===== src/hw/rtl/hgr_pkg.sv =====
// Package for the HSL gradient ramp: fixed-point constants, register codes,
// configuration struct and clamp helper. No dependencies.
package hgr_pkg;

   localparam int FRAC_BITS  = 12;
   localparam int Q_W        = FRAC_BITS + 1;
   localparam int IDX_W      = 14;
   localparam int PROD_W     = 2 * Q_W;
   localparam int DIV_STAGES = Q_W;
   localparam int CSR_IDX_W  = 3;
   localparam int CSR_DATA_W = IDX_W;

   localparam int ONE_Q        = 1 << FRAC_BITS;
   localparam int HALF_Q       = ONE_Q / 2;
   localparam int SIXTH_Q      = (ONE_Q + 3) / 6;
   localparam int THIRD_Q      = (ONE_Q + 1) / 3;
   localparam int TWO_THIRDS_Q = (2 * ONE_Q + 1) / 3;

   localparam logic [Q_W-1:0] ONE_V        = Q_W'(ONE_Q);
   localparam logic [Q_W-1:0] HALF_V       = Q_W'(HALF_Q);
   localparam logic [Q_W-1:0] SIXTH_V      = Q_W'(SIXTH_Q);
   localparam logic [Q_W-1:0] THIRD_V      = Q_W'(THIRD_Q);
   localparam logic [Q_W-1:0] TWO_THIRDS_V = Q_W'(TWO_THIRDS_Q);

   typedef enum logic [CSR_IDX_W-1:0] {
      REG_HUE_START   = 3'd0,
      REG_SAT_START   = 3'd1,
      REG_LIGHT_START = 3'd2,
      REG_HUE_END     = 3'd3,
      REG_SAT_END     = 3'd4,
      REG_LIGHT_END   = 3'd5,
      REG_LAST_STEP   = 3'd6
   } reg_index_type;

   typedef enum logic [1:0] {
      CH_RAMP_UP,
      CH_HIGH,
      CH_RAMP_DOWN,
      CH_LOW
   } chan_sel_type;

   typedef struct packed {
      logic [Q_W-1:0]   hue_start;
      logic [Q_W-1:0]   sat_start;
      logic [Q_W-1:0]   light_start;
      logic [Q_W-1:0]   hue_end;
      logic [Q_W-1:0]   sat_end;
      logic [Q_W-1:0]   light_end;
      logic [IDX_W-1:0] last_step;
   } cfg_type;

   function automatic logic [Q_W-1:0] clamp_one(input logic [Q_W-1:0] v);
      clamp_one = (v > ONE_V) ? ONE_V : v;
   endfunction

endpackage


===== src/hw/rtl/hgr_lerp.sv =====
// Linear blend of start and end HSL by the ramp fraction, two stages.
// Depends on hgr_pkg.
module hgr_lerp (
   input  logic                    clock,
   input  logic                    reset,
   input  logic                    adv,
   input  logic                    in_valid,
   input  logic [hgr_pkg::Q_W-1:0] in_frac,
   input  hgr_pkg::cfg_type        cfg,
   output logic                    out_valid,
   output logic [hgr_pkg::Q_W-1:0] out_hue,
   output logic [hgr_pkg::Q_W-1:0] out_sat,
   output logic [hgr_pkg::Q_W-1:0] out_light
);
   import hgr_pkg::*;

   logic              a_vld_ff, b_vld_ff;
   logic [PROD_W-1:0] ha_ff, hb_ff, sa_ff, sb_ff, la_ff, lb_ff;
   logic [Q_W-1:0]    h_ff, s_ff, l_ff;
   logic [Q_W-1:0]    frac_c;
   logic [PROD_W:0]   h_sum, s_sum, l_sum;

   assign frac_c = ONE_V - in_frac;

   always_ff @(posedge clock) begin
      if (reset) begin
         a_vld_ff <= 1'b0;
         b_vld_ff <= 1'b0;
      end else if (adv) begin
         a_vld_ff <= in_valid;
         b_vld_ff <= a_vld_ff;
      end
   end

   always_ff @(posedge clock) begin
      if (adv) begin
         ha_ff <= PROD_W'(clamp_one(cfg.hue_start)) * PROD_W'(frac_c);
         hb_ff <= PROD_W'(clamp_one(cfg.hue_end)) * PROD_W'(in_frac);
         sa_ff <= PROD_W'(clamp_one(cfg.sat_start)) * PROD_W'(frac_c);
         sb_ff <= PROD_W'(clamp_one(cfg.sat_end)) * PROD_W'(in_frac);
         la_ff <= PROD_W'(clamp_one(cfg.light_start)) * PROD_W'(frac_c);
         lb_ff <= PROD_W'(clamp_one(cfg.light_end)) * PROD_W'(in_frac);
      end
   end

   assign h_sum = {1'b0, ha_ff} + {1'b0, hb_ff} + (PROD_W+1)'(HALF_V);
   assign s_sum = {1'b0, sa_ff} + {1'b0, sb_ff} + (PROD_W+1)'(HALF_V);
   assign l_sum = {1'b0, la_ff} + {1'b0, lb_ff} + (PROD_W+1)'(HALF_V);

   always_ff @(posedge clock) begin
      if (adv) begin
         h_ff <= h_sum[FRAC_BITS +: Q_W];
         s_ff <= s_sum[FRAC_BITS +: Q_W];
         l_ff <= l_sum[FRAC_BITS +: Q_W];
      end
   end

   assign out_valid = b_vld_ff;
   assign out_hue   = h_ff;
   assign out_sat   = s_ff;
   assign out_light = l_ff;

endmodule


===== config.mk =====
export PLATFORM = sky130hd
export DESIGN_NAME = hgr_lerp
export DESIGN_NICKNAME = d
export VERILOG_FILES = /design/src/hw/rtl/hgr_pkg.sv /design/src/hw/rtl/hgr_lerp.sv
export SDC_FILE = /design/constraint.sdc
export NUM_CORES = 2
export LEC_CHECK = 0
export ABC_AREA = 1
export BUFFER_PORTS_ARGS = -buffer_cell sky130_fd_sc_hd__buf_2
export CAP_MARGIN = 20
export CORE_UTILIZATION = 55
export DETAILED_ROUTE_END_ITERATION = 6
export PLACE_DENSITY = 0.82
export REMOVE_ABC_BUFFERS = 1
export SYNTH_ARGS = -nofsm -noshare
export SYNTH_HDL_FRONTEND = slang
export SYNTH_SLANG_ARGS = --single-unit

===== constraint.sdc =====
create_clock -name clock -period 15.9 [get_ports clock]
set_input_delay 1.59 -clock clock [delete_from_list [all_inputs] [get_ports clock]]
set_output_delay 1.59 -clock clock [all_outputs]
set_load 0.05 [all_outputs]

# Word level (Yosys, flattened, before mapping)
# Cells that the tools add are included.
# totals
register_bits	191
latch_bits	0
mem_bits_rw	0
rom_bits	0
input_bits	109
out_inout_bits	40
elab_cells	36
memories	0
# classes
addsub	7
mul	6
div	0
magnitude_cmp	6
n_eq_ne	0
shifts	0
mux	6
bitwise	0
n_reduce_logical	0
# op_table
operator	n
$mul A13 B13 Y25	6
$gt A13 B13 Y1 const B	6
$mux W13	6
$add A25 B12 Y25 const B	3
$add A25 B25 Y25	3
$sub A13 B13 Y13 const A	1

# Depth between registers and ports, before layout
# depth
ltp_word	3
mapped_depth	36
depth_no_buf	34

# Worst setup path before layout
# No wires, ideal clock.
# synth_timing
path_kind	input-to-reg
startpoint	input in_frac[0] in the netlist's numbering
endpoint	register la_ff[14], data pin
setup_time_ns	0.256
t_arrival_ns	7.269
required_ns	15.644
path_slack_ns	8.375
path_stages	31
path_buffers	4
cell_sequence	buf_2 inv_1 clkbuf_1 clkbuf_1 ha_1 nand2_1 nand2_1 nand2_1 inv_1 clkbuf_1 nand2_1 fa_1 inv_1 fa_1 inv_1 fa_1 inv_1 fa_1 inv_1 fa_1 inv_1 ha_1 nand2_1 nor2_1 inv_1 o21bai_1 inv_1 nor2_1 nor2_1 nand2_1 nand2_1
# synth_via
elab_chain_len	2
# synth_lines
element	line	text
start, declared	hgr_lerp.sv:8	input logic [hgr_pkg::Q_W-1:0] in_frac,
$sub A13 B13 Y13	hgr_lerp.sv:23	assign frac_c = ONE_V - in_frac;
$mul A13 B13 Y25	hgr_lerp.sv:41	la_ff <= PROD_W'(clamp_one(cfg.light_start)) * PROD_W'(frac_c);
end signal, assigned	hgr_lerp.sv:41	
end, declared	hgr_lerp.sv:18	logic [PROD_W-1:0] ha_ff, hb_ff, sa_ff, sb_ff, la_ff, lb_ff;
# Every way passes these cells.
# A chain may end at the register's enable or synchronous reset.

# Worst setup path after layout
# layout_timing
startpoint	input in_frac[2] in the netlist's numbering
endpoint	register la_ff[14], data pin
# Same word-level chain as after synthesis.

==> run summary <==
outcome: complete, no violations
Max Fclk: 116 MHz
hold_buf cts: 0
DRT Pass-1 Iters: 6
Reg clk slew, reported paths: 80 ps
async set-or-reset flop fraction in the synthesized netlist: 0%
Yosys warnings: 0
Setup Buffers After CTS: 0
clock sinks: 191
die area: 83,700 µm²
Tcrit/Tclk final: 54.0%
initial antenna violation count: 11
DP HPWL: 101 mm
unrepaired setup endpoints after global routing: false
remaining antenna violation count: 0
Hold WC Path Type: reg -> reg
IO Pins: 149
max-cap violation count: 0
FF+latch area: 5720 µm²
Gate Count Post-Synth: 5,832
I/O Buffers: 134
Crit Path Max Fanout: 33
Worst Path Required: 16,140 ps
Crit path largest cell delay: 640 ps
slowest CP cell: inv_2
met1 usage: 37.7%
Die Ht: 289 µm
Max VDD drop: 0.130 mV
commonest cells in the netlist: inv_1, nand2_1, fa_1
TritonCTS Buffers: 17
dpl cells: 6,930
sequential area share after synthesis: 12.6%
Fin Clk Skew: 14.5 ps
vias per inst: 5.53
syn_area_per_cell: 7.79 µm²
Post-Layout Cell Count: 6,967
top-count cell post-synth: inv_1
multi-input combinational cell area: 33,700 µm²
synth unique cells: 40
Startpoint Class: input pin
die width: 289 µm
nets: 7,253
Pwr Density: 150 nW/µm²
Power, Total: 7.14 mW
Slew Limit Fails: 0
share of cells above drive strength 1: 3.68%
setup TNS: 0 ps
actual slew at the worst max-slew pin: 1050 ps
area of the mapped netlist: 45,400 µm²
top_reg_cell synth: edfxtp_1
Rows: 105
P&R area growth vs syn: 4.98%
CTS tree: yes
met2 track demand over resource: 50.9%
GR Util met3: 6.66%
H-tree level count: 4
min Tclk post-route: 8590 ps
relative slew slack: 29.5%
Final Wtd Congestion: 0.965
final setup fails: 0
WS Path Type: in -> reg
clk buf depth: 2
Total GRT Usage: 30.7%
vias in the first global route: 39,449
GRT overflow: 0
number of fill cells: 7,220
global-route wire length before repair: 201 mm
critical path endpoint category: flop
area of the core: 81,800 µm²
initial DRC count: 3,115
area leader, netlist: fa_1
Post-route DRC: 0
PostCTS Resize Cnt: 0
later-pin clock latency in the skew report: 490 ps
CTS Root Cell: clkbuf_16
Synth area leaders: fa_1, ha_1, edfxtp_1
Yosys reg bits: 191
routed via count: 38,541
P_leak: 26.6 nW
wire per inst: 17.9 µm
Initial Util: 55.5%
CP Data Arrival Time: 8830 ps
drt total wl: 124 mm
CP dominant cell by count: inv_1
Yosys top cell area share: 31.7%
largest net degree at the start of global routing: 116
Hold Fails Final Rpt: 0
GRT busiest layer: met2
Post-synth EDFFs: 189
area by class of cell:
cell class,instances,area share [%]
multi-input combinational,4083,70.8
sequential,191,12.0
inverter,1425,11.2
tap,1070,2.81
timing repair buffer,162,1.91
clock buffer,17,0.892
clock inverter,15,0.396
antenna,4,0.0210
registers in the layout, summed over array words and instances, names as in the netlist:
register,flops
a_vld_ff,1
sb_ff,25
lb_ff,25
ha_ff,25
out_hue,13
sa_ff,25
out_sat,13
out_light,13
la_ff,25
out_valid,1
hb_ff,25
critical path, delay by kind of cell:
kind / cells / cell delay (ps)
buffers and inverters: 12 / 2310
AO/OA/AOI/OAI: 2 / 520
adder cells (fa/ha/maj): 6 / 2850
AND/OR/NAND/NOR: 10 / 1550
logic make-up (layout without fill, tap and decap cells):
| kind of cell | count (synthesis) | in the layout | share of synthesized area, % |
|---|---|---|---|
| flops | 191 | 191 | 12.6 |
| xor+xnor | 121 | 121 | 2.33 |
| simple gates | 2314 | 2314 | 20.7 |
| buf+inv | 1558 | 1619 | 13.2 |
| fa+ha+maj | 1264 | 1264 | 46.7 |
| other cells | 0 | 4 | 0 |
| compound gates | 384 | 384 | 4.47 |
through the flow:
| stage | instance area [µm²] | hold WS (ps) | utilization [%] | setup slack (ps) |
|---|---|---|---|---|
| 5_1_grt | 47700 | 476 | 58.2 | 6970 |
| 2_1_floorplan | 44800 | 430 | - | 8120 |
| 4_1_cts | 47600 | 463 | 58.2 | 7520 |
| 3_3_place_gp | 47000 | 435 | 57.5 | 7120 |
| 3_5_place_dp | 47000 | 452 | 57.5 | 7110 |
| 6_report | 47700 | 464 | 58.2 | 7310 |
where the power goes:
part	switching, mW	internal (mW)
sequential	0.106	0.989
combinational	3.67	1.91
clock	0.227	0.227
metal layers:
metal  wire, µm  part of all wire, %  vias to the layer above
li1           -                    -                    17773
met1      46800                   38                    18344
met2      58200                   47                     1920
met3      12200                  9.8                      490
met4       7110                  5.7                       14
met5         89                0.072                        -
final timing paths:
kind                    startpoint  slack (ps)  depth (start not counted)                endpoint
max reg2reg    ha_ff[12]$_DFFE_PP_       13520                         10    out_hue[5]$_DFFE_PP_
min          a_vld_ff$_SDFFE_PP0P_         460                          2  out_valid$_SDFFE_PP0P_
min reg2reg  a_vld_ff$_SDFFE_PP0P_         460                          2  out_valid$_SDFFE_PP0P_
max                     in_frac[2]        7310                         30     la_ff[14]$_DFFE_PP_
placed cells by master, fill, tap and decap left out, types with 3 or more instances in the layout:
cell	count
inv_1	1400
nand2_1	1209
fa_1	720
nor2_1	675
ha_1	544
nand3_1	282
a21oi_1	228
edfxtp_1	189
buf_2	133
o21ai_0	113
xor2_1	83
nand4_1	77
xnor2_1	38
buf_4	27
nor3_1	25
o21bai_1	22
clkinv_1	19
clkbuf_16	17
nor4_1	9
a21o_1	9
nand3b_1	9
nand2_2	5
and3_1	5
diode_2	4
nor2_2	4
inv_2	4
inv_6	4
and2_1	3
nand3_2	3
o21a_1	3
o211ai_1	3
nor3b_1	3
a21boi_0	3
clkinv_8	3
inv_8	3
Power figures use the tool's default switching activity.
