### config.mk
export PLATFORM = sky130hd
export DESIGN_NAME = hgr_rgb
export DESIGN_NICKNAME = d
export VERILOG_FILES = /design/src/hw/rtl/hgr_pkg.sv /design/src/hw/rtl/hgr_rgb.sv
export SDC_FILE = /design/constraint.sdc
export NUM_CORES = 2
export LEC_CHECK = 0
export ABC_CLOCK_PERIOD_IN_PS = 9400
export BUFFER_PORTS_ARGS = -buffer_cell sky130_fd_sc_hd__buf_2
export CAP_MARGIN = 20
export CORE_UTILIZATION = 30
export DETAILED_ROUTE_END_ITERATION = 10
export PLACE_DENSITY_LB_ADDON = 0.1
export RECOVER_POWER = 25
export SLEW_MARGIN = 20
export SYNTH_ARGS = -nofsm -noshare
export SYNTH_HDL_FRONTEND = slang
export SYNTH_SLANG_ARGS = --single-unit
export TNS_END_PERCENT = 5
### constraint.sdc
create_clock -name clock -period 9.4 [get_ports clock]
set_input_delay 1.88 -clock clock [delete_from_list [all_inputs] [get_ports clock]]
set_output_delay 1.88 -clock clock [all_outputs]
set_load 0.02 [all_outputs]
### src/hw/rtl/hgr_pkg.sv
// Package for the HSL gradient ramp: fixed-point constants, register codes,
// configuration struct and clamp helper. No dependencies.
package hgr_pkg;

   localparam int FRAC_BITS  = 12;
   localparam int Q_W        = FRAC_BITS + 1;
   localparam int IDX_W      = 14;
   localparam int PROD_W     = 2 * Q_W;
   localparam int DIV_STAGES = Q_W;
   localparam int CSR_IDX_W  = 3;
   localparam int CSR_DATA_W = IDX_W;

   localparam int ONE_Q        = 1 << FRAC_BITS;
   localparam int HALF_Q       = ONE_Q / 2;
   localparam int SIXTH_Q      = (ONE_Q + 3) / 6;
   localparam int THIRD_Q      = (ONE_Q + 1) / 3;
   localparam int TWO_THIRDS_Q = (2 * ONE_Q + 1) / 3;

   localparam logic [Q_W-1:0] ONE_V        = Q_W'(ONE_Q);
   localparam logic [Q_W-1:0] HALF_V       = Q_W'(HALF_Q);
   localparam logic [Q_W-1:0] SIXTH_V      = Q_W'(SIXTH_Q);
   localparam logic [Q_W-1:0] THIRD_V      = Q_W'(THIRD_Q);
   localparam logic [Q_W-1:0] TWO_THIRDS_V = Q_W'(TWO_THIRDS_Q);

   typedef enum logic [CSR_IDX_W-1:0] {
      REG_HUE_START   = 3'd0,
      REG_SAT_START   = 3'd1,
      REG_LIGHT_START = 3'd2,
      REG_HUE_END     = 3'd3,
      REG_SAT_END     = 3'd4,
      REG_LIGHT_END   = 3'd5,
      REG_LAST_STEP   = 3'd6
   } reg_index_type;

   typedef enum logic [1:0] {
      CH_RAMP_UP,
      CH_HIGH,
      CH_RAMP_DOWN,
      CH_LOW
   } chan_sel_type;

   typedef struct packed {
      logic [Q_W-1:0]   hue_start;
      logic [Q_W-1:0]   sat_start;
      logic [Q_W-1:0]   light_start;
      logic [Q_W-1:0]   hue_end;
      logic [Q_W-1:0]   sat_end;
      logic [Q_W-1:0]   light_end;
      logic [IDX_W-1:0] last_step;
   } cfg_type;

   function automatic logic [Q_W-1:0] clamp_one(input logic [Q_W-1:0] v);
      clamp_one = (v > ONE_V) ? ONE_V : v;
   endfunction

endpackage

### src/hw/rtl/hgr_rgb.sv
// HSL to RGB conversion, four stages: l*s, p/q, ramp products, channel result.
// Depends on hgr_pkg.
module hgr_rgb (
   input  logic                    clock,
   input  logic                    reset,
   input  logic                    adv,
   input  logic                    in_valid,
   input  logic [hgr_pkg::Q_W-1:0] in_hue,
   input  logic [hgr_pkg::Q_W-1:0] in_sat,
   input  logic [hgr_pkg::Q_W-1:0] in_light,
   output logic                    out_valid,
   output logic [hgr_pkg::Q_W-1:0] out_red,
   output logic [hgr_pkg::Q_W-1:0] out_green,
   output logic [hgr_pkg::Q_W-1:0] out_blue
);
   import hgr_pkg::*;

   typedef struct packed {
      chan_sel_type   sel;
      logic [Q_W-1:0] x6;
   } prep_type;

   function automatic prep_type prep(input logic [Q_W-1:0] t);
      prep_type       res;
      logic [Q_W-1:0] x;
      x = '0;
      if (t < SIXTH_V) begin
         res.sel = CH_RAMP_UP;
         x = t;
      end else if (t < HALF_V) begin
         res.sel = CH_HIGH;
      end else if (t < TWO_THIRDS_V) begin
         res.sel = CH_RAMP_DOWN;
         x = TWO_THIRDS_V - t;
      end else begin
         res.sel = CH_LOW;
      end
      res.x6 = (x << 2) + (x << 1);
      prep = res;
   endfunction

   // stage C
   logic              c_vld_ff;
   logic [PROD_W-1:0] ls_prod_ff;
   logic [Q_W-1:0]    c_h_ff, c_s_ff, c_l_ff;

   always_ff @(posedge clock) begin
      if (adv) begin
         ls_prod_ff <= PROD_W'(in_light) * PROD_W'(in_sat);
         c_h_ff     <= in_hue;
         c_s_ff     <= in_sat;
         c_l_ff     <= in_light;
      end
   end

   // stage D
   logic              d_vld_ff;
   logic [Q_W-1:0]    d_p_ff, d_q_ff, d_h_ff, d_l_ff;
   logic              d_achrom_ff;
   logic [PROD_W:0]   ls_sum;
   logic [Q_W-1:0]    ls;
   logic signed [Q_W+2:0] q_raw, p_raw;
   logic [Q_W-1:0]    q_cl, p_cl;

   assign ls_sum = {1'b0, ls_prod_ff} + (PROD_W+1)'(HALF_V);
   assign ls     = ls_sum[FRAC_BITS +: Q_W];

   always_comb begin
      if (c_l_ff < HALF_V) begin
         q_raw = $signed({3'b000, c_l_ff}) + $signed({3'b000, ls});
      end else begin
         q_raw = $signed({3'b000, c_l_ff}) + $signed({3'b000, c_s_ff})
               - $signed({3'b000, ls});
      end
      if (q_raw < 0) begin
         q_cl = '0;
      end else if (q_raw > $signed({3'b000, ONE_V})) begin
         q_cl = ONE_V;
      end else begin
         q_cl = q_raw[Q_W-1:0];
      end
      p_raw = $signed({2'b00, c_l_ff, 1'b0}) - $signed({3'b000, q_cl});
      if (p_raw < 0) begin
         p_cl = '0;
      end else if (p_raw > $signed({3'b000, ONE_V})) begin
         p_cl = ONE_V;
      end else begin
         p_cl = p_raw[Q_W-1:0];
      end
   end

   always_ff @(posedge clock) begin
      if (adv) begin
         d_p_ff      <= p_cl;
         d_q_ff      <= q_cl;
         d_h_ff      <= c_h_ff;
         d_l_ff      <= c_l_ff;
         d_achrom_ff <= (c_s_ff == '0);
      end
   end

   // stage E
   logic              e_vld_ff;
   logic [PROD_W-1:0] e_prod_ff [0:2];
   chan_sel_type      e_sel_ff  [0:2];
   logic [Q_W-1:0]    e_p_ff, e_q_ff, e_l_ff;
   logic              e_achrom_ff;
   logic [Q_W-1:0]    t_ch [0:2];
   logic [Q_W:0]      t_up;
   logic [Q_W-1:0]    d_diff;
   prep_type          pr [0:2];

   assign t_up     = {1'b0, d_h_ff} + {1'b0, THIRD_V};
   assign t_ch[0]  = (t_up > {1'b0, ONE_V}) ? Q_W'(t_up - {1'b0, ONE_V}) : t_up[Q_W-1:0];
   assign t_ch[1]  = d_h_ff;
   assign t_ch[2]  = (d_h_ff < THIRD_V) ? (d_h_ff + ONE_V - THIRD_V) : (d_h_ff - THIRD_V);
   assign d_diff   = (d_q_ff > d_p_ff) ? (d_q_ff - d_p_ff) : '0;

   for (genvar c = 0; c < 3; c++) begin : g_prep
      assign pr[c] = prep(t_ch[c]);
      always_ff @(posedge clock) begin
         if (adv) begin
            e_prod_ff[c] <= PROD_W'(d_diff) * PROD_W'(pr[c].x6);
            e_sel_ff[c]  <= pr[c].sel;
         end
      end
   end

   always_ff @(posedge clock) begin
      if (adv) begin
         e_p_ff      <= d_p_ff;
         e_q_ff      <= d_q_ff;
         e_l_ff      <= d_l_ff;
         e_achrom_ff <= d_achrom_ff;
      end
   end

   // stage F
   logic           f_vld_ff;
   logic [Q_W-1:0] f_ch_ff [0:2];
   logic [Q_W-1:0] ch_in   [0:2];

   for (genvar c = 0; c < 3; c++) begin : g_out
      logic [PROD_W:0] rsum;
      logic [Q_W:0]    ramp;
      assign rsum = {1'b0, e_prod_ff[c]} + (PROD_W+1)'(HALF_V);
      assign ramp = {1'b0, e_p_ff} + {1'b0, rsum[FRAC_BITS +: Q_W]};
      always_comb begin
         if (e_achrom_ff) begin
            ch_in[c] = e_l_ff;
         end else begin
            case (e_sel_ff[c]) inside
               CH_RAMP_UP, CH_RAMP_DOWN: begin
                  ch_in[c] = (ramp > {1'b0, ONE_V}) ? ONE_V : ramp[Q_W-1:0];
               end
               CH_HIGH: ch_in[c] = e_q_ff;
               default: ch_in[c] = e_p_ff;
            endcase
         end
      end
      always_ff @(posedge clock) begin
         if (adv) begin
            f_ch_ff[c] <= clamp_one(ch_in[c]);
         end
      end
   end

   always_ff @(posedge clock) begin
      if (reset) begin
         c_vld_ff <= 1'b0;
         d_vld_ff <= 1'b0;
         e_vld_ff <= 1'b0;
         f_vld_ff <= 1'b0;
      end else if (adv) begin
         c_vld_ff <= in_valid;
         d_vld_ff <= c_vld_ff;
         e_vld_ff <= d_vld_ff;
         f_vld_ff <= e_vld_ff;
      end
   end

   assign out_valid = f_vld_ff;
   assign out_red   = f_ch_ff[0];
   assign out_green = f_ch_ff[1];
   assign out_blue  = f_ch_ff[2];

endmodule

---- Word-level counts from Yosys, hierarchy flattened ----
Memories as Yosys holds them, arrays and structs flattened.
Cells that the tools add are included.
word-level totals
  register bits after elaboration ......... 161
  memory bits (writable) .................. 123
  word-level logic and storage cells ...... 127
  memories ................................ 3
cells by class
  add/sub/neg operators ................... 23
  $mul .................................... 4
  order comparisons ....................... 23
  equal/unequal tests ..................... 6
  multiplexer cells ....................... 42
  reductions and logical operators ........ 8
memory list
  memory     words  bits a word  read ports  clocked after Yosys merged registers in  wr ports  RTL line        text
  e_prod_ff  3      26           3           0                                        3         hgr_rgb.sv:104  logic [PROD_W-1:0] e_prod_ff [0:2];
  f_ch_ff    3      13           3           0                                        3         hgr_rgb.sv:140  logic [Q_W-1:0] f_ch_ff [0:2];
  e_sel_ff   3      2            3           0                                        3         hgr_rgb.sv:105  chan_sel_type e_sel_ff [0:2];
operator list
  operator                number
  $mux 13                 21
  $mux 12                 9
  $add 25x12->25 const B  4
  $lt 13x12->1 const B    7
  $mul 13x13->26          3
  $add 13x13->14          5
  $gt 14x13->1 const B    4
  $add 13x13->13          3
  $gt 13x13->1 const B    3
  $lt 13x10->1 const B    3
  $sub 12x12->12 const A  3
  $sub 14x13->15          2
  $sub 13x11->13 const B  2
  $mul 13x13->25          1
  $gt 16x14->1 const B    1
  $lt 16x1->1 const B     1
  $mux 16                 1
  $gt 15x14->1 const B    1
  $lt 15x1->1 const B     1
  $add 13x11->14 const B  1
  $add 13x13->13 const B  1
  $gt 13x13->1            1
  $logic_not 13->1        1
  $lt 13x11->1 const B    1
  other kinds (8)         26

---- Longest topological paths before layout ----
  word-level depth ........................ 9
  depth in mapped cells ................... 45
  mapped depth without buffers ............ 44

---- Worst setup path after synthesis ----
OpenSTA, ideal clock, no wires.
  path type ............................... reg2reg
  start point ............................. reg d_h_ff[2]
  end point ............................... mem e_prod_ff[0][24] (netlist bit) (data pin)
  data arrival time ....................... 9.758 ns
  setup slack ............................. -0.625 ns
  stages on the path, launching flop included .. 43
  path buffers ............................ 1
  clock period less this slack ............ 10.025 ns
  path through ............................ edfxtp_1 inv_1 ha_1 a21oi_1 inv_1 o21ai_0 a21boi_0 xor2_1 o2111ai_1 a2111o_1 nand2_1 clkbuf_1 nor2_1 ha_1 nor2b_1 o21ai_0 a21boi_0 o21ai_0 (+7 left out) fa_1 inv_1 fa_1 fa_1 inv_1 fa_1 inv_1 fa_1 inv_1 ha_1 or2_2 a21oi_1 a21oi_1 a211o_1 a21o_1 a21o_1 a31oi_1 xnor3_1
RTL lines
  what                    RTL line        text
  from (decl)             hgr_rgb.sv:58   logic [Q_W-1:0] d_p_ff, d_q_ff, d_h_ff, d_l_ff;
  from (signal assigned)  hgr_rgb.sv:96   d_h_ff <= c_h_ff;
  to (decl)               hgr_rgb.sv:104

==> impl.org <==
** Final layout
- P&R area growth vs syn :: 13.2%
- Register ranked first by flip-flop count :: e_prod_ff
- The layout has approximately 12,000 filler cells.
- Biggest registers after layout :: e_prod_ff: 42 flops, f_ch_ff: 39 flops, ls_prod_ff: 14 flops
- The post-route netlist has 11.6% of its cells at a drive strength greater than 1.
- Nets@finish :: 4,958
- Largest register FFs :: 42

** Clock network
- Clk root buf :: sky130_fd_sc_hd__clkbuf_16
- At the later pin of the worst-skew pair, clock insertion delay measures roughly 0.6 ns.
- CTS built an H-tree with a depth of 1.
- In this run the deepest clock path goes through 3 buffers.
- After clock tree synthesis, the clock-pin slew on the worst setup and hold paths is roughly 0.060 ns.
- TritonCTS Sinks :: roughly 240
- Clock tree synthesis inserted a total of 29 buffers.
- In this run, post-CTS hold repair placed 0 buffers.
- TritonCTS built the clock tree.

** Drt
- Vias per cell :: between 4 and 5
- First-pass detailed-route iteration total :: 5
- Antenna Violating Nets Remaining :: 0
- Routed len/inst :: 18.9 µm
- Detailed-route wire length :: between 100,000 and 150,000 µm
- Iteration-0 DRC count of the detailed router :: between 1,000 and 1,500
- DR vias :: 26,400
- Residual DRC count :: 0

** Yosys
- Yosys attributes the largest share of cell area to sky130_fd_sc_hd__fa_1 (26%), sky130_fd_sc_hd__edfxtp_1 (20%), sky130_fd_sc_hd__ha_1 (14%).
- After synthesis the netlist holds a flip-flop and latch count of 237.
- Yosys warns :: 0
- Cells after Synth :: slightly below 4,000
- Most numerous cell in the Yosys netlist :: sky130_fd_sc_hd__inv_1
- Sequential elements use 19.8% of the synthesized area.
- Post-Synthesis Cell Area :: ~0.036 mm²
- Post-synth top cells :: sky130_fd_sc_hd__inv_1 (660), sky130_fd_sc_hd__nand2_1 (480), sky130_fd_sc_hd__fa_1 (465)
- Fraction of synthesized cell area taken by the top area cell type :: between 20% and 30%
- Number of flops mapped to enable cells by yosys :: ~230
- The number of nets handed over by synthesis was around 4,800.
- Yosys mapped the design onto 88 distinct sky130hd cell types.
- A synthesized cell averages approximately 9.2 µm².
- Dominant register cell in the synthesized netlist :: sky130_fd_sc_hd__edfxtp_1
- Post-synthesis async set-or-reset flop share :: 0%
- Summed over all instances, the cell type with the most area after synthesis is sky130_fd_sc_hd__fa_1.

** Placement
- In this run the tool buffered the top-level ports with between 80 and 90 buffer cells.
- Timing analysis after detailed placement gives a worst setup slack of -0.264 ns.
- Global placer's final weighted congestion :: roughly 0.85
- Summed over all nets, the half-perimeter wirelength after detailed placement is just under 90,000 µm.

** Worst setup path
- CP max stage delay :: between 0.5 and 0.6 ns
- The worst setup path is launched from a flip-flop.
- By instance count, the cell type seen most on the critical path is sky130_fd_sc_hd__a21oi_2.
- In this run the critical register-to-register path is captured at e_prod_ff[0][24].
- STA classifies the critical path endpoint as a flip-flop.
- Data arrives at the worst endpoint at roughly 9.3 ns.
- R2r startpoint :: d_h_ff[1]
- WP data required :: roughly 9.7 ns
- Reg2Reg Setup Slack :: around 0.44 ns
- Counting cells, the worst reg-to-reg path comes to 41.
- The slowest stage of the critical path is the sky130_fd_sc_hd__fa_2 cell.
- By startpoint and endpoint, the worst setup path is classified as flip-flop to flip-flop.
- Top fanout value on the critical path :: 6

** STA
- Of the available clock period, the critical path in the final layout requires 95.3%.
- Setup repair after global routing missed its margin :: yes
- Setup violations remaining at the end of the flow were counted as 0.
- The final number of hold-violating endpoints is 0.
- The worst pin sits at a relative slew slack of -288%.
- At the pin with the least slew margin, the transition time is 5.82 ns.
- The final-report max-slew violation count came to 100.
- Subtracting the final worst setup slack from the clock period gives around 9 ns.
- Achievable frequency :: ~110 MHz
- Post-route setup slack :: 0.443 ns
- Clock tree skew after final layout :: between 0.02 and 0.025 ns

** Global route
- Global-route wire length before repair :: around 160,000 µm
- The number of antenna violations at the first check in global routing came to 7.
- The number of global-route vias before repair was between 20,000 and 30,000.
- Maximum number of pins on one net before global-route repair :: 140
- Residual overflow from global routing :: 0
- Total global routing track utilization :: 17.5%

** Hold path
- The min-delay analysis places its worst path in the category flip-flop to flip-flop.
- Min-delay src :: d_l_ff[10]
- The path with the worst hold slack has its endpoint at e_l_ff[10].
- The worst hold path passes through 0 cells.

** Die
- Placeable core region :: between 0.1 and 0.15 mm²
- Pin placement for this block handled 83 I/O pins.
- Once the floorplan was initialized, standard cells occupied a little under a third of the core.
- Die outline area :: ~0.12 mm²
- Die width :: around 350 µm
- Row cnt :: ~130
- From bottom edge to top edge, the die measures 348 µm.

** Flow run
- Number of max-cap violations :: 1

** Run status
- Run status :: finished with violations
- The final reports fail on max-capacitance violations, max-slew violations.
==> critical path, delay by kind of cell (launching register included) <==
family / cells / cell delay (ns)
AOI/OAI and AO/OA: 18 / 3.12
xor gates and xnor gates: 3 / 0.54
adders and majority gates: 8 / 3.21
buffers and inverters: 7 / 0.55
DFF: 1 / 0.47
and+or+nand+nor: 5 / 0.80
==> layout by cell type (no fill, tap or decap), types with 9 or more instances in the layout <==
| master | synthesis | final |
|---|---|---|
| sky130_fd_sc_hd__fa_1 | 465 | 460 |
| sky130_fd_sc_hd__xnor2_2 | 0 | 10 |
| sky130_fd_sc_hd__or2_2 | 23 | 23 |
| sky130_fd_sc_hd__clkbuf_16 | 0 | 29 |
| sky130_fd_sc_hd__nor3_1 | 73 | 70 |
| sky130_fd_sc_hd__clkbuf_1 | 127 | 33 |
| sky130_fd_sc_hd__nor2_1 | 298 | 290 |
| sky130_fd_sc_hd__xor2_1 | 77 | 74 |
| sky130_fd_sc_hd__o32ai_1 | 10 | 10 |
| sky130_fd_sc_hd__nor4_1 | 10 | 9 |
| sky130_fd_sc_hd__a211oi_1 | 12 | 11 |
| sky130_fd_sc_hd__nand2b_1 | 42 | 42 |
| sky130_fd_sc_hd__nand2_1 | 480 | 478 |
| sky130_fd_sc_hd__inv_1 | 660 | 653 |
| sky130_fd_sc_hd__and2_1 | 98 | 100 |
| sky130_fd_sc_hd__xnor2_1 | 162 | 150 |
| sky130_fd_sc_hd__mux2_2 | 37 | 37 |
| sky130_fd_sc_hd__or3_1 | 16 | 16 |
| sky130_fd_sc_hd__buf_4 | 0 | 184 |
| sky130_fd_sc_hd__nand4_1 | 15 | 15 |
| sky130_fd_sc_hd__ha_1 | 401 | 391 |
| sky130_fd_sc_hd__o21ai_0 | 69 | 61 |
| sky130_fd_sc_hd__a21o_1 | 40 | 40 |
| sky130_fd_sc_hd__a21oi_2 | 2 | 25 |
| sky130_fd_sc_hd__o21a_1 | 24 | 23 |
| sky130_fd_sc_hd__o21bai_1 | 36 | 36 |
| sky130_fd_sc_hd__a221oi_1 | 16 | 16 |
| sky130_fd_sc_hd__nor2b_1 | 37 | 37 |
| sky130_fd_sc_hd__buf_2 | 1 | 55 |
| sky130_fd_sc_hd__o21ai_1 | 7 | 12 |
| sky130_fd_sc_hd__or4_1 | 9 | 9 |
| sky130_fd_sc_hd__and3_1 | 46 | 46 |
| sky130_fd_sc_hd__edfxtp_1 | 233 | 233 |
| sky130_fd_sc_hd__nand3_1 | 55 | 55 |
| sky130_fd_sc_hd__a21oi_1 | 149 | 125 |
==> repair_timing <==
action | in CTS | in global routing
setup endpoints to repair | 3 | 15
setup buffers | 0 | 13
pin swaps | 5 | 64
gates resized for setup | 8 | 88
==> logic make-up after synthesis <==
group | synth area share (%)
adder cells (fa/ha/maj) | 40.0
multiplexers | 1.39
XOR/XNOR | 5.91
flip-flops | 19.8
AND/OR/NAND/NOR | 16.1
buffers and inverters | 8.38
AO/OA/AOI/OAI | 8.49
==> layer usage <==
layer  track usage (%)  up-vias  share of wire [%]
li1                  -    12900                  -
met1              25.1    13000                 49
met2              29.0      374                 46
met3              1.57       83                2.8
met4              2.79        0                1.6
met5                 0        -                  0
==> how the worst max path moves through the flow <==
stage | end | depth (start not counted) | start | slack (ns)
final | e_prod_ff[0][24] | 41 | d_h_ff[1] | 0.44
after global placement | e_prod_ff[0][24] | 37 | d_h_ff[0] | -0.18
after CTS | e_prod_ff[0][24] | 45 | d_h_ff[2] | 0.0007
after detailed placement | e_prod_ff[0][24] | 37 | d_h_ff[0] | -0.26
after floorplan | e_prod_ff[0][24] | 43 | d_h_ff[2] | 0.004
after global routing | e_prod_ff[0][24] | 42 | d_h_ff[3] | -0.07
==> cell type report <==
type                       count  area, µm²  share of cell area [%]
antenna                        1       2.50                 0.00617
clock buffer                  35        758                    1.87
clock inverter                19        166                   0.410
inverter                     661       2480                    6.12
multi-input combinational   2843      26200                    64.7
sequential                   237       7080                    17.5
tap                         1536       1920                    4.74
timing repair buffer         277       1920                    4.73
==> stage by stage <==
step / hold slack, ns / instances / cell area, µm² / TNS, ns / util [%]
CTS: 0.419 / 5595 / 40100 / 0 / 33.9
floorplan: 0.400 / 3877 / 35900 / 0 / -
finish: 0.415 / 5609 / 40500 / 0 / 34.3
global placement: 0.404 / 5541 / 39100 / -0.181 / 33.1
global route: 0.425 / 5609 / 40500 / -0.122 / 34.3
detailed placement: 0.405 / 5541 / 39100 / -0.341 / 33.1
Power is not shown: default switching activity piles up to over one toggle a cycle in this logic, so the estimate is an artifact.
