$ cat src/hw/rtl/hgr_pkg.sv
// Package for the HSL gradient ramp: fixed-point constants, register codes,
// configuration struct and clamp helper. No dependencies.
package hgr_pkg;

   localparam int FRAC_BITS  = 12;
   localparam int Q_W        = FRAC_BITS + 1;
   localparam int IDX_W      = 14;
   localparam int PROD_W     = 2 * Q_W;
   localparam int DIV_STAGES = Q_W;
   localparam int CSR_IDX_W  = 3;
   localparam int CSR_DATA_W = IDX_W;

   localparam int ONE_Q        = 1 << FRAC_BITS;
   localparam int HALF_Q       = ONE_Q / 2;
   localparam int SIXTH_Q      = (ONE_Q + 3) / 6;
   localparam int THIRD_Q      = (ONE_Q + 1) / 3;
   localparam int TWO_THIRDS_Q = (2 * ONE_Q + 1) / 3;

   localparam logic [Q_W-1:0] ONE_V        = Q_W'(ONE_Q);
   localparam logic [Q_W-1:0] HALF_V       = Q_W'(HALF_Q);
   localparam logic [Q_W-1:0] SIXTH_V      = Q_W'(SIXTH_Q);
   localparam logic [Q_W-1:0] THIRD_V      = Q_W'(THIRD_Q);
   localparam logic [Q_W-1:0] TWO_THIRDS_V = Q_W'(TWO_THIRDS_Q);

   typedef enum logic [CSR_IDX_W-1:0] {
      REG_HUE_START   = 3'd0,
      REG_SAT_START   = 3'd1,
      REG_LIGHT_START = 3'd2,
      REG_HUE_END     = 3'd3,
      REG_SAT_END     = 3'd4,
      REG_LIGHT_END   = 3'd5,
      REG_LAST_STEP   = 3'd6
   } reg_index_type;

   typedef enum logic [1:0] {
      CH_RAMP_UP,
      CH_HIGH,
      CH_RAMP_DOWN,
      CH_LOW
   } chan_sel_type;

   typedef struct packed {
      logic [Q_W-1:0]   hue_start;
      logic [Q_W-1:0]   sat_start;
      logic [Q_W-1:0]   light_start;
      logic [Q_W-1:0]   hue_end;
      logic [Q_W-1:0]   sat_end;
      logic [Q_W-1:0]   light_end;
      logic [IDX_W-1:0] last_step;
   } cfg_type;

   function automatic logic [Q_W-1:0] clamp_one(input logic [Q_W-1:0] v);
      clamp_one = (v > ONE_V) ? ONE_V : v;
   endfunction

endpackage

$ cat src/hw/rtl/hgr_divider.sv
// Pipelined restoring divider: fraction = min(index, last) * ONE / last
// (0 if last is 0). One quotient bit per stage. Depends on hgr_pkg.
module hgr_divider (
   input  logic                      clock,
   input  logic                      reset,
   input  logic                      adv,
   input  logic                      in_valid,
   input  logic [hgr_pkg::IDX_W-1:0] in_idx,
   input  logic [hgr_pkg::IDX_W-1:0] last_step,
   output logic                      out_valid,
   output logic [hgr_pkg::Q_W-1:0]   out_frac
);
   import hgr_pkg::*;

   logic                 vld_ff  [0:DIV_STAGES];
   logic                 zero_ff [0:DIV_STAGES];
   logic [IDX_W-1:0]     r_ff    [0:DIV_STAGES];
   logic [Q_W-1:0]       q_ff    [0:DIV_STAGES];
   logic                 low_ff;
   logic [IDX_W-1:0]     idx_sat;

   assign idx_sat = (in_idx > last_step) ? last_step : in_idx;

   always_ff @(posedge clock) begin
      if (reset) begin
         vld_ff[0] <= 1'b0;
      end else if (adv) begin
         vld_ff[0] <= in_valid;
      end
   end

   always_ff @(posedge clock) begin
      if (adv) begin
         r_ff[0]    <= idx_sat >> 1;
         low_ff     <= idx_sat[0];
         q_ff[0]    <= '0;
         zero_ff[0] <= (last_step == '0);
      end
   end

   for (genvar k = 0; k < DIV_STAGES; k++) begin : g_step
      logic             bit_in;
      logic [IDX_W:0]   tr;
      logic [IDX_W:0]   sub;
      logic             ge;

      if (k == 0) begin : g_first
         assign bit_in = low_ff;
      end else begin : g_rest
         assign bit_in = 1'b0;
      end

      assign tr  = {r_ff[k], bit_in};
      assign ge  = (tr >= {1'b0, last_step});
      assign sub = tr - {1'b0, last_step};

      always_ff @(posedge clock) begin
         if (reset) begin
            vld_ff[k+1] <= 1'b0;
         end else if (adv) begin
            vld_ff[k+1] <= vld_ff[k];
         end
      end

      always_ff @(posedge clock) begin
         if (adv) begin
            r_ff[k+1]    <= ge ? sub[IDX_W-1:0] : tr[IDX_W-1:0];
            q_ff[k+1]    <= {q_ff[k][Q_W-2:0], ge};
            zero_ff[k+1] <= zero_ff[k];
         end
      end
   end

   assign out_valid = vld_ff[DIV_STAGES];
   assign out_frac  = zero_ff[DIV_STAGES] ? '0 : q_ff[DIV_STAGES];

endmodule

$ cat config.mk
export PLATFORM = sky130hd
export DESIGN_NAME = hgr_divider
export DESIGN_NICKNAME = d
export VERILOG_FILES = /design/src/hw/rtl/hgr_pkg.sv /design/src/hw/rtl/hgr_divider.sv
export SDC_FILE = /design/constraint.sdc
export NUM_CORES = 1
export LEC_CHECK = 0
export ABC_AREA = 1
export BUFFER_PORTS_ARGS = -buffer_cell sky130_fd_sc_hd__buf_4
export CORE_MARGIN = 1.5
export CORE_UTILIZATION = 30
export DETAILED_ROUTE_END_ITERATION = 10
export SETUP_SLACK_MARGIN = 0.5
export SLEW_MARGIN = 20
export SYNTH_ARGS = -nofsm -noshare
export SYNTH_HDL_FRONTEND = slang
export SYNTH_SLANG_ARGS = --single-unit
$ cat constraint.sdc
create_clock -name clock -period 7.7 [get_ports clock]
set_input_delay 1.155 -clock clock [delete_from_list [all_inputs] [get_ports clock]]
set_output_delay 1.155 -clock clock [all_outputs]
set_load 0.1 [all_outputs]
# [Word-level counts from Yosys, hierarchy flattened]
# Memory sizes are Yosys's and may differ from the RTL's.
# Index checks and enable logic that the tools add are counted.
[word_totals] reg_bits=1 ramBits=406 wordCells=82 mem_count=4
[op_classes] add_sub_neg=13 order_cmp=14 n_mux=35 bitwise_logic=14 reduce_logical=1
[memory_table] name="r_ff" depth=14 width=14 read_ports=13 rd_clocked_by_memory_dff=0 write_ports=14 line_no="hgr_divider.sv:17" text="logic [IDX_W-1:0] r_ff [0:DIV_STAGES];"
[memory_table] name="q_ff" depth=14 width=13 read_ports=14 rd_clocked_by_memory_dff=0 write_ports=14 line_no="hgr_divider.sv:18" text="logic [Q_W-1:0] q_ff [0:DIV_STAGES];"
[memory_table] name="vld_ff" depth=14 width=1 read_ports=14 rd_clocked_by_memory_dff=0 write_ports=14 line_no="hgr_divider.sv:15" text="logic vld_ff [0:DIV_STAGES];"
[memory_table] name="zero_ff" depth=14 width=1 read_ports=14 rd_clocked_by_memory_dff=0 write_ports=14 line_no="hgr_divider.sv:16" text="logic zero_ff [0:DIV_STAGES];"
[op_table] cell="$mux W14" count=14
[op_table] cell="$ge A15 B14 Y1" count=13
[op_table] cell="$sub A14 B14 Y14" count=13
[op_table] cell="$mux W1" count=20
[op_table] cell="$gt A14 B14 Y1" count=1
[op_table] cell="$logic_not A14 Y1" count=1
[op_table] cell="$or A1 B1 Y1" count=14
[op_table] cell="$mux W13" count=1

# [Depth between registers and ports, before layout]
# Gate-level depths: netlist (run 1).
[depth] depth_word=4 ltp_mapped=13 ltp_nobuf=12

# [Worst setup path after synthesis (run 1)]
# Ideal clock, no wire load.
[synth_timing] kind="input to register" from="in last_step[1] (netlist name)" to="mem r_ff[9][1] (netlist: r_ff[1][15]) (data pin)" setup_ns=0.253 arrival_ns=3.052 t_required_ns=7.447 path_slack_ns=4.395 stages=10 path_buffers=1 cell_sequence="inv_1 ha_1 ha_1 nand3_1 nor3_2 nand3_2 nand3_4 buf_6 nand2_1 o21ai_2"
[synth_lines] item="start, declared" line_no="hgr_divider.sv:9" text="input logic [hgr_pkg::IDX_W-1:0] last_step,"
[synth_lines] item="end, declared" line_no="hgr_divider.sv:17"

==> qor.csv, run 1 <==
metric,value,unit
Synth cell types,42,
Initial Util,0.304,
post-route ant nets,0,
placed cell areas,24600,um2
GRT met3 Usage,0.0195,
clock skew,0.0356,ns
vias in the first global route,18000,
adder-cell share of the synthesized area,0.116,
Hold/Removal Path Class,flop to flop,
reg2reg start,r_ff[1][23],
gr ovfl total,0,
min-delay src,zero_ff[2][1],
Pleak,12.8,nW
CTS buffer count,38,
GR Util met2,0.242,
fmax,288,MHz
largest net degree at the start of global routing,154,
number of I/O pins,46,
HPWL Detailed,41.6,mm
largest area contributor in the netlist,edfxtp_1,
Rel. slew slack,0.327,
Die Height,281,um
Final setup viols,0,
Routed WL per cell,14.1,um
Routability Congestion,0.865,
DR vias,18700,
Fin. Hold Viols,0,
ranking of synthesized cells by area,"edfxtp_1 39%, nand2_1 16%, ha_1 11%",
pre-CTS setup slack,3.66,ns
input/output buffers,45,
vias per cell,4.56,
Final Max Slew Viols,0,
clk sinks,301,
Design Power,9.25,mW
top fanout value on the critical path,15,
post-synthesis compound-gate area fraction,0.0490,
mux cell area share after synthesis,0,
Starting DRT DRC Count,1273,
fraction of registers with async set or reset after synthesis,0,
setup_tns,0,ns
critical path class,input pin to flop,
status,completed,
TritonRoute pass-1 iters,5,
critical path endpoint category,flop,
met1 Use GR,0.199,
ANT cells,0,
"Seq/Total Area, Yosys",0.389,
total track usage,0.148,
most frequent cell after synthesis,nand2_1,
max-cap violations,0,
post-synthesis cell area,23200,um2
Core Rows,101,
Synth top area share,0.389,
largest family of logic cells by synthesized area,simple AND/OR/NAND/NOR gates,
fill cell count,8143,
CTS max path bufs,3,
setup bufs post-CTS,0,
busiest grt layer,met2,
global-route wire length before repair,93.3,mm
Worst R2R End,r_ff[1][31],
hold path endpoint,zero_ff[3][0],
"Reg clk slew, reported paths",0.06,ns
final instance area,25800,um2
# hold bufs at CTS,0,
Root Buffer,clkbuf_16,
Die ar.,79100,um2
worst reg2reg path depth,10,
XOR/XNOR Fraction of Synth Area,0.0317,
TritonCTS clock tree,done,
Final min period,3.47,ns
maximum vdd drop,0.171,mV
fraction of the mapped netlist area in simple logic gates,0.313,
FF-to-FF setup slack,5.28,ns
Remaining DRCs,0,
Ys Warns,0,
Worst Setup Start Kind,input pin,
clock latency on the worst-skew pair,0.57,ns
Final period util,0.451,
Post-Syn Instances,2983,
RSZ-0062 raised after global routing,no,
Worst Setup SP,last_step[5],
initial antenna violation count,1,
Die Width,281,um
worst hold path depth,0,
core box area,76300,um2
Post-synth EDFFs,301,
worst slew pin tran,1.01,ns
Final WS setup,4.23,ns
Synthesized Nets,3223,
synth-to-layout area growth,11.2,%
Arrival @ worst endpoint,3.79,ns
layout cells sized above 1,0.0755,
Routed WL,57.9,mm
final layout net count,3286,
Worst Path Required,8.02,ns
post-cts resize count,0,
top post-synthesis cells by count,"996 x nand2_1, 542 x inv_1, 301 x edfxtp_1, 218 x nand3_1, 196 x ha_1",
Yosys reg bits,301,
PwrDens,358,nW/um2
Avg Inst Size Synth,7.79,um2
htree depth,2,
ys flop type,edfxtp_1,
[registers in the layout, indices dropped and copies added, names as in the netlist]
register / cells
vld_ff: 14
q_ff: 91
r_ff: 181
g_step.bit_in: 1
zero_ff: 14
[kinds of logic (layout without fill, tap and decap cells)]
kind of cell / Yosys count / count (layout)
compound gates: 185 / 185
xor+xnor: 84 / 84
fa+ha+maj: 208 / 208
buf+inv: 577 / 666
flops: 301 / 301
simple gates: 1628 / 1628
[per-stage QoR]
step | cells | hold slack (ns) | util
3_3_place_gp | 4036 | 0.400 | 0.323
6_report | 4102 | 0.411 | 0.338
2_1_floorplan | 2983 | 0.400 | -
4_1_cts | 4102 | 0.408 | 0.338
3_5_place_dp | 4036 | 0.405 | 0.323
5_1_grt | 4102 | 0.411 | 0.338
[layout by cell type (no fill, tap or decap), drive strengths merged, types with 2 or more instances in the layout]
cell type and count:
nand3 248, a21oi 90, clkinvlp 3, xor2 64
ha 196, fa 12, clkinv 14, o21bai 5
nand2 1029, a21o 8, and2 23, nor3 13
inv 544, nand4 106, or2 3, bufinv 2
nand3b 13, nor2 192, clkbuf 46, o21ai 80
xnor2 20, edfxtp 301, buf 57
[how the worst max path moves through the flow]
stage / end / slack (ns) / cells past startpoint
floorplan: r_ff[1][15] / 4.39 / 10
global placement: r_ff[1][41] / 3.73 / 10
detailed placement: r_ff[0][6] / 3.66 / 12
CTS: r_ff[0][10] / 4.25 / 12
global route: r_ff[0][10] / 4.02 / 12
finish: r_ff[0][10] / 4.23 / 12
[report_power, final]
group	leakage [nW]	switching [mW]	total (mW)	internal [mW]
combinational	9.24	2.97	4.61	1.64
sequential	2.97	0.361	2.92	2.56
clock	0.571	0.727	1.72	0.998
[final cells by class]
class                   instances  area [um2]  area share
clock buffers                  46        1000      0.0388
clock inverters                20         181     0.00702
inverters                     543        2040      0.0789
multi-input cells            2105       11800       0.458
flip-flops and latches        301        9040       0.350
well taps                    1030        1290      0.0499
repair buffers                 57         448      0.0173
[layer usage]
layer	share of wire	up-vias	wire [um]
met3	0.046	99	2680
met1	0.48	8447	27600
li1	-	9774	-
met4	0.036	2	2070
met2	0.44	368	25500
met5	0.00014	-	8
[worst max-delay path, cell delays in order]
cell     delay (ns)
buf_4          0.12
inv_1          0.72
ha_1           0.25
nand2_1        0.07
nor2_1         0.14
o21ai_0        0.11
nand3_1        0.08
nand2_1        0.05
nand2_1        0.38
nand2_1        0.43
nand2_1        0.19
nand2_1        0.07
(Power assumes the default switching activity.)
==> run 2, diff against run 1 <==
--- a/config.mk
+++ b/config.mk
@@ -5,7 +5,7 @@
 export SDC_FILE = /design/constraint.sdc
 export NUM_CORES = 1
 export LEC_CHECK = 0
-export ABC_AREA = 1
+export ABC_AREA = 0
 export BUFFER_PORTS_ARGS = -buffer_cell sky130_fd_sc_hd__buf_4
 export CORE_MARGIN = 1.5
 export CORE_UTILIZATION = 30
==> constraint.sdc (replaced) <==
create_clock -name clock -period 3.2 [get_ports clock]
set_input_delay 0.48 -clock clock [delete_from_list [all_inputs] [get_ports clock]]
set_output_delay 0.48 -clock clock [all_outputs]
set_load 0.1 [all_outputs]
==> run 2 against run 1 <==
  * Die area down 16%
  * Via count is 24% lower
  * Largest power group unchanged
  * Clock-buffer cell count shrank 2
==> qor.csv, run 2 <==
metric,value,unit,change
status,completed,,
ANT cells,0,,unchanged
input/output buffers,45,,unchanged
Synth cell types,73,,+74%
Final min period,2.67,ns,
post-route ant nets,0,,unchanged
Post-synth EDFFs,301,,unchanged
Pleak,9.50,nW,-26%
Die Width,257,um,-8.5%
Final WS setup,0.528,ns,-3.70 ns
global-route wire length before repair,76.4,mm,-18%
Hold/Removal Path Class,input pin to flop,,
Ys Warns,0,,unchanged
most frequent CP cell,buf_4,,
Post-Syn Instances,1697,,-43%
post-route insts no fill,2812,,-31%
top post-synthesis cells by count,"301 x edfxtp_1, 196 x ha_1, 131 x nand2_1, 120 x nor2_1, 93 x a21oi_1",,
Fin. Hold Viols,0,,unchanged
fraction of registers with async set or reset after synthesis,0,,unchanged
gr ovfl total,0,,unchanged
Synthesized Nets,1937,,-40%
most flop-heavy register,r_ff,,
Final Max Slew Viols,0,,unchanged
Root Buffer,clkbuf_16,,
post-synthesis cell area,19400,um2,-16%
vias in the first global route,14100,,-22%
vias per cell,5.02,,+10%
Yosys reg bits,301,,unchanged
most frequent cell after synthesis,edfxtp_1,,
Remaining DRCs,0,,unchanged
TritonRoute pass-1 iters,5,,unchanged
"Seq/Total Area, Yosys",0.466,,+0.0764
CTS buffer count,38,,unchanged
Worst Setup Start Kind,input pin,,
core box area,64200,um2,-16%
critical path class,input pin to flop,,
max-cap violations,0,,unchanged
Avg Inst Size Synth,11.4,um2,+47%
Synth top area share,0.466,,+0.0764
Starting DRT DRC Count,932,,-27%
clock latency on the worst-skew pair,0.56,ns,about the same
"most common cell after layout, fill and taps aside",edfxtp_1,,
TritonCTS clock tree,done,,
fmax,374,MHz,
clock skew,0.0267,ns,-0.00894 ns
Routed WL,48.5,mm,-16%
PwrDens,923,nW/um2,+160%
fill cell count,6286,,-23%
Routability Congestion,0.851,,-1.6%
final layout net count,2169,,-34%
HPWL Detailed,35.1,mm,-16%
Routed WL per cell,17.3,um,+22%
Core Rows,93,,-7.9%
Die Height,257,um,-8.5%
crit path cell chain,buf_4 -> clkinvlp_4 -> buf_4 -> ha_1 -> nor2b_1 -> o31a_1 -> o311ai_1 -> o211ai_1 -> a31oi_2 -> buf_4 -> mux2_2,,
Die ar.,66200,um2,-16%
Rel. slew slack,0.564,,+0.237
layout cells sized above 1,0.219,,+0.144
slowest cell delay on critical path,0.33,ns,-0.39 ns
most frequent cells in the layout,"301 x edfxtp_1, 195 x buf_4, 190 x ha_1, 131 x nand2_1, 120 x nor2_1",,
Final setup viols,0,,unchanged
number of I/O pins,46,,unchanged
CTS max path bufs,3,,unchanged
Placed Cells,2727,,-32%
maximum vdd drop,0.369,mV,+120%
Critical-path top delay cell,o31a_1,,
Worst Path Required,3.49,ns,-4.53 ns
top flop regs,"r_ff x181, q_ff x91",,
ys flop type,edfxtp_1,,
total track usage,0.144,,-0.00404
critical path endpoint category,flop,,
Largest register FFs,181,,unchanged
Final period util,0.835,,
synth-to-layout area growth,22.0,%,
"Reg clk slew, reported paths",0.06,ns,about the same
pre-CTS setup slack,-0.115,ns,-3.77 ns
initial antenna violation count,0,,-1
clk sinks,301,,unchanged
top fanout value on the critical path,6,,-9
worst slew pin tran,0.648,ns,-0.360 ns
RSZ-0062 raised after global routing,yes,,
DR vias,14100,,-24%
Arrival @ worst endpoint,2.96,ns,-0.83 ns
ranking of synthesized cells by area,"edfxtp_1 47%, ha_1 13%, mux2_2 4.1%",,
# hold bufs at CTS,0,,unchanged
largest net degree at the start of global routing,111,,-28%
htree depth,2,,unchanged
Initial Util,0.302,,-0.00201
largest area contributor in the netlist,edfxtp_1,,
==> run 2: cell types whose count changed after synthesis, moves of 32 or more <==
cell / change
inv_1: -488
a31oi_1: +32
nand3_1: -202
o21a_1: +34
nand2_1: -865
nor2b_1: +33
o21ai_0: +41
mux2_2: +70
nand4_1: -75
nor2_1: -61
xnor2_1: +57
a21o_1: +69
==> run 2: kinds of logic (layout without fill, tap and decap cells) <==
group / after synthesis / after routing / share of synthesized area
compound gates: 456 / 456 / 0.159
simple gates: 440 / 440 / 0.110
flops: 301 / 301 / 0.466
fa+ha+maj: 208 / 208 / 0.139
xor+xnor: 113 / 113 / 0.0510
mux: 91 / 91 / 0.0563
buf+inv: 88 / 348 / 0.0195
==> run 2: power breakdown <==
group          total (mW)  switching, mW  internal [mW]
clock network        4.04           1.70           2.34
registers            6.87          0.714           6.15
logic                11.0           5.48           5.47
==> run 2: critical path: cells and delay by family <==
family                   cells  cell delay (ns)
buffers and inverters        4             0.66
AO/OA/AOI/OAI                4             1.04
multiplexers                 1             0.32
AND/OR/NAND/NOR              1             0.15
adder cells (fa/ha/maj)      1             0.30
==> run 2: final timing paths <==
kind | from | end | slack [ns] | cells after the start
max | last_step[1] | r_ff[0][57] | 0.53 | 11
min | in_valid | vld_ff[0][0] | 0.21 | 2
max reg2reg | r_ff[0][42] | r_ff[0][57] | 0.56 | 8
min reg2reg | q_ff[4][4] | q_ff[4][18] | 0.40 | 0
==> run 2: repair_timing <==
item                       4_1_cts  5_1_grt
setup endpoints to repair        2      127
setup buffers                    1       16
gates resized for setup          0       40
pin swaps                        0       13
==> run 2: final cells by class <==
type                    instances  area, um2  share of cell area
well taps                     855       1070              0.0451
flip-flops and latches        301       9040               0.381
repair buffers                221       1960              0.0828
clock buffers                  44        973              0.0411
clock inverters                24        181             0.00766
multi-input cells            1308      10200               0.432
inverters                      59        229             0.00966
==> run 2: metal layers <==
layer	global-route usage	wire length [um]	up-vias
met5	0	0	-
met1	0.189	21900	6774
met4	0.0572	1670	0
li1	-	-	6938
met2	0.237	22600	305
met3	0.0249	2390	103
==> run 2: metrics by stage <==
step                hold WS, ns  setup TNS [ns]  cell area [um2]  utilization  power (mW)
floorplan                 0.400               0            19500            -        14.3
CTS                       0.176               0            23400        0.364        21.8
global route              0.207               0            23700        0.369        23.5
finish                    0.210               0            23700        0.369        21.9
detailed placement        0.405           -1.53            22200        0.346        17.6
global placement          0.400          -0.373            22200        0.346        17.4
==> run 3, diff against run 2 <==
--- a/config.mk
+++ b/config.mk
@@ -5,7 +5,7 @@
 export SDC_FILE = /design/constraint.sdc
 export NUM_CORES = 1
 export LEC_CHECK = 0
-export ABC_AREA = 0
+export ABC_AREA = 1
 export BUFFER_PORTS_ARGS = -buffer_cell sky130_fd_sc_hd__buf_4
 export CORE_MARGIN = 1.5
 export CORE_UTILIZATION = 30
==> constraint.sdc (replaced) <==
create_clock -name clock -period 2.5 [get_ports clock]
set_input_delay 0.375 -clock clock [delete_from_list [all_inputs] [get_ports clock]]
set_output_delay 0.375 -clock clock [all_outputs]
set_load 0.1 [all_outputs]
==> run 3 against run 2 <==
  * Design area up 35%
  * Critical endpoint is now r_ff[0][100]
  * Highest routed layer unchanged
  * Die area up 19%
  * Cell count up 59%
  * Hold slack worse by 0.086 ns
  * Largest power group unchanged
  * Sequential share of layout area down 9.9 points
  * Power up 63%
  * First-iteration DRC count up 68%
  * Utilization up 5.1 points
==> qor.csv, run 3 (synthesized netlist as in run 1, its figures left out) <==
metric,value,unit,change
Rel. slew slack,0.674,,+0.110
top fanout value on the critical path,5,,-1
clock skew,0.0154,ns,-0.0113 ns
crit path cell chain,ha_4 -> nand2_2 -> nor2_4 -> inv_2 -> nor2_4 -> nand3_4 -> nand3_4 -> buf_6 -> o21ai_2 -> buf_4,,
Pleak,15.0,nW,+58%
final layout net count,3642,,+68%
Worst Path Required,2.81,ns,-0.68 ns
total track usage,0.168,,+0.0233
global-route wire length before repair,105,mm,+37%
slowest cell delay on critical path,0.52,ns,+0.19 ns
vias in the first global route,19600,,+39%
post-route insts no fill,4460,,+59%
fill cell count,7483,,+19%
core box area,76300,um2,+19%
Psw,15.4,mW,+95%
"Reg clk slew, reported paths",0.07,ns,about the same
Arrival @ worst endpoint,2.37,ns,-0.59 ns
top flop regs,"r_ff x181, q_ff x91",,
Core Rows,101,,+8.6%
critical path class,flop to flop,,
switch share,0.431,,+0.0698
Worst Setup Start Kind,flop,,
"most common cell after layout, fill and taps aside",nand2_1,,
layout cells sized above 1,0.276,,+0.0569
DR vias,21100,,+49%
Final setup viols,0,,unchanged
Clock Power Share,0.155,,-0.030
max-cap violations,0,,unchanged
synth-to-layout area growth,37.9,%,
clock latency on the worst-skew pair,0.56,ns,about the same
Routed WL per cell,15.6,um,-9.4%
TritonCTS clock tree,done,,
CTS buffer count,36,,-5.3%
Final Max Slew Viols,0,,unchanged
combinational power share,0.586,,+0.085
Hold/Removal Path Class,input pin to flop,,
input/output buffers,45,,unchanged
Fin. Hold Viols,0,,unchanged
ANT cells,0,,unchanged
worst slew pin tran,0.489,ns,-0.159 ns
Layout Utilization,0.419,,+0.0506
Routed WL,69.7,mm,+44%
Critical-path top delay cell,edfxtp_1,,
critical path endpoint category,flop,,
Die Width,281,um,+9.3%
Final min period,2.07,ns,
Starting DRT DRC Count,1570,,+68%
maximum vdd drop,0.431,mV,+17%
# hold bufs at CTS,0,,unchanged
largest net degree at the start of global routing,49,,-56%
initial antenna violation count,0,,unchanged
most flop-heavy register,r_ff,,
Initial Util,0.304,,+0.00201
"CP delay by family, top",simple AND/OR/NAND/NOR gates,,
CTS max path bufs,3,,unchanged
most frequent cells in the layout,"907 x nand2_1, 531 x inv_1, 310 x buf_4, 301 x edfxtp_1, 189 x nand3_1",,
HPWL Detailed,49.0,mm,+39%
TritonRoute pass-1 iters,5,,unchanged
RSZ-0062 raised after global routing,yes,,
Remaining DRCs,0,,unchanged
post-route ant nets,0,,unchanged
PwrDens,1120,nW/um2,+21%
number of I/O pins,46,,unchanged
Placed Cells,4253,,+56%
internal power,20.3,mW,+46%
clk sinks,301,,unchanged
gr ovfl total,0,,unchanged
vias per cell,4.72,,-5.9%
htree depth,2,,unchanged
Seq pwr share,0.260,,-0.054
Final period util,0.827,,
Root Buffer,clkbuf_16,,
fmax,484,MHz,
Largest register FFs,181,,unchanged
Die Height,281,um,+9.3%
Routability Congestion,0.911,,+7.0%
WP buf/inv,3,,-1
Die ar.,79100,um2,+19%
status,completed,,
[run 3: cell count changes in the layout (fill, tap and decap cells not counted), sizes merged, moves of 69 or more]
cell / before / now
inv: 58 / 546
mux2: 89 / 0
buf: 221 / 392
a21o: 77 / 8
nand4: 27 / 106
nand2: 132 / 1029
nor2: 121 / 192
nand3: 17 / 271
[run 3: final timing paths]
path	startpoint	to	slack, ns	cells after the start
setup reg to reg	r_ff[0][91]	r_ff[0][100]	0.43	10
hold reg to reg	q_ff[3][14]	q_ff[4][2]	0.41	0
hold / removal	in_idx[4]	r_ff[0][3]	0.12	3
setup / recovery	r_ff[0][91]	r_ff[0][100]	0.43	10
[run 3: area by class of cell]
class,count,area [um2],share of cell area
Multi-Input combinational cell,2128,14800,0.462
Sequential cell,301,9040,0.282
Timing Repair Buffer,392,3630,0.113
Inverter,543,2040,0.0638
Tap cell,1030,1290,0.0402
Clock buffer,40,937,0.0293
Clock inverter,26,295,0.00922
[run 3: per-stage QoR]
step                power, mW  setup TNS, ns  hold slack (ns)  setup slack (ns)  area (um2)
detailed placement       25.1          -2.22            0.405            -0.137       26700
finish                   35.7              0            0.123             0.432       32000
floorplan                20.1              0            0.400            0.0431       23200
global route             38.4              0            0.108             0.380       32000
global placement         25.0          -2.20            0.400            -0.166       26700
CTS                      32.5              0           0.0817             0.415       29300
[run 3: routing by layer]
metal  GRT usage  share of wire  vias to the layer above
met4      0.0582          0.033                        0
li1            -              -                    10600
met1       0.218           0.44                     9830
met3      0.0198          0.051                      132
met2       0.286           0.48                      529
met5           0              0                        -
[run 3: power groups by stage]
| stage | sequential, mW | clock (mW) | combinational [mW] |
|---|---|---|---|
| finish | 9.28 | 5.53 | 20.9 |
| global route | 9.39 | 5.87 | 23.2 |
| CTS | 9.08 | 5.69 | 17.7 |
| detailed placement | 9.04 | 0 | 16.1 |
| global placement | 9.06 | 0 | 15.9 |
| floorplan | 8.44 | 0 | 11.7 |
[run 3: tightest hold or removal path: cells and delay by family]
family                 cells  cell delay [ns]
and+or+nand+nor            2             0.11
buffers and inverters      1             0.09
[run 3: timing repair]
item / in CTS / in global routing
endpoints found under the setup margin: 159 / 188
pin swaps: 32 / 120
gates cloned: 20 / 3
setup buffers: 34 / 84
resized for setup: 146 / 350
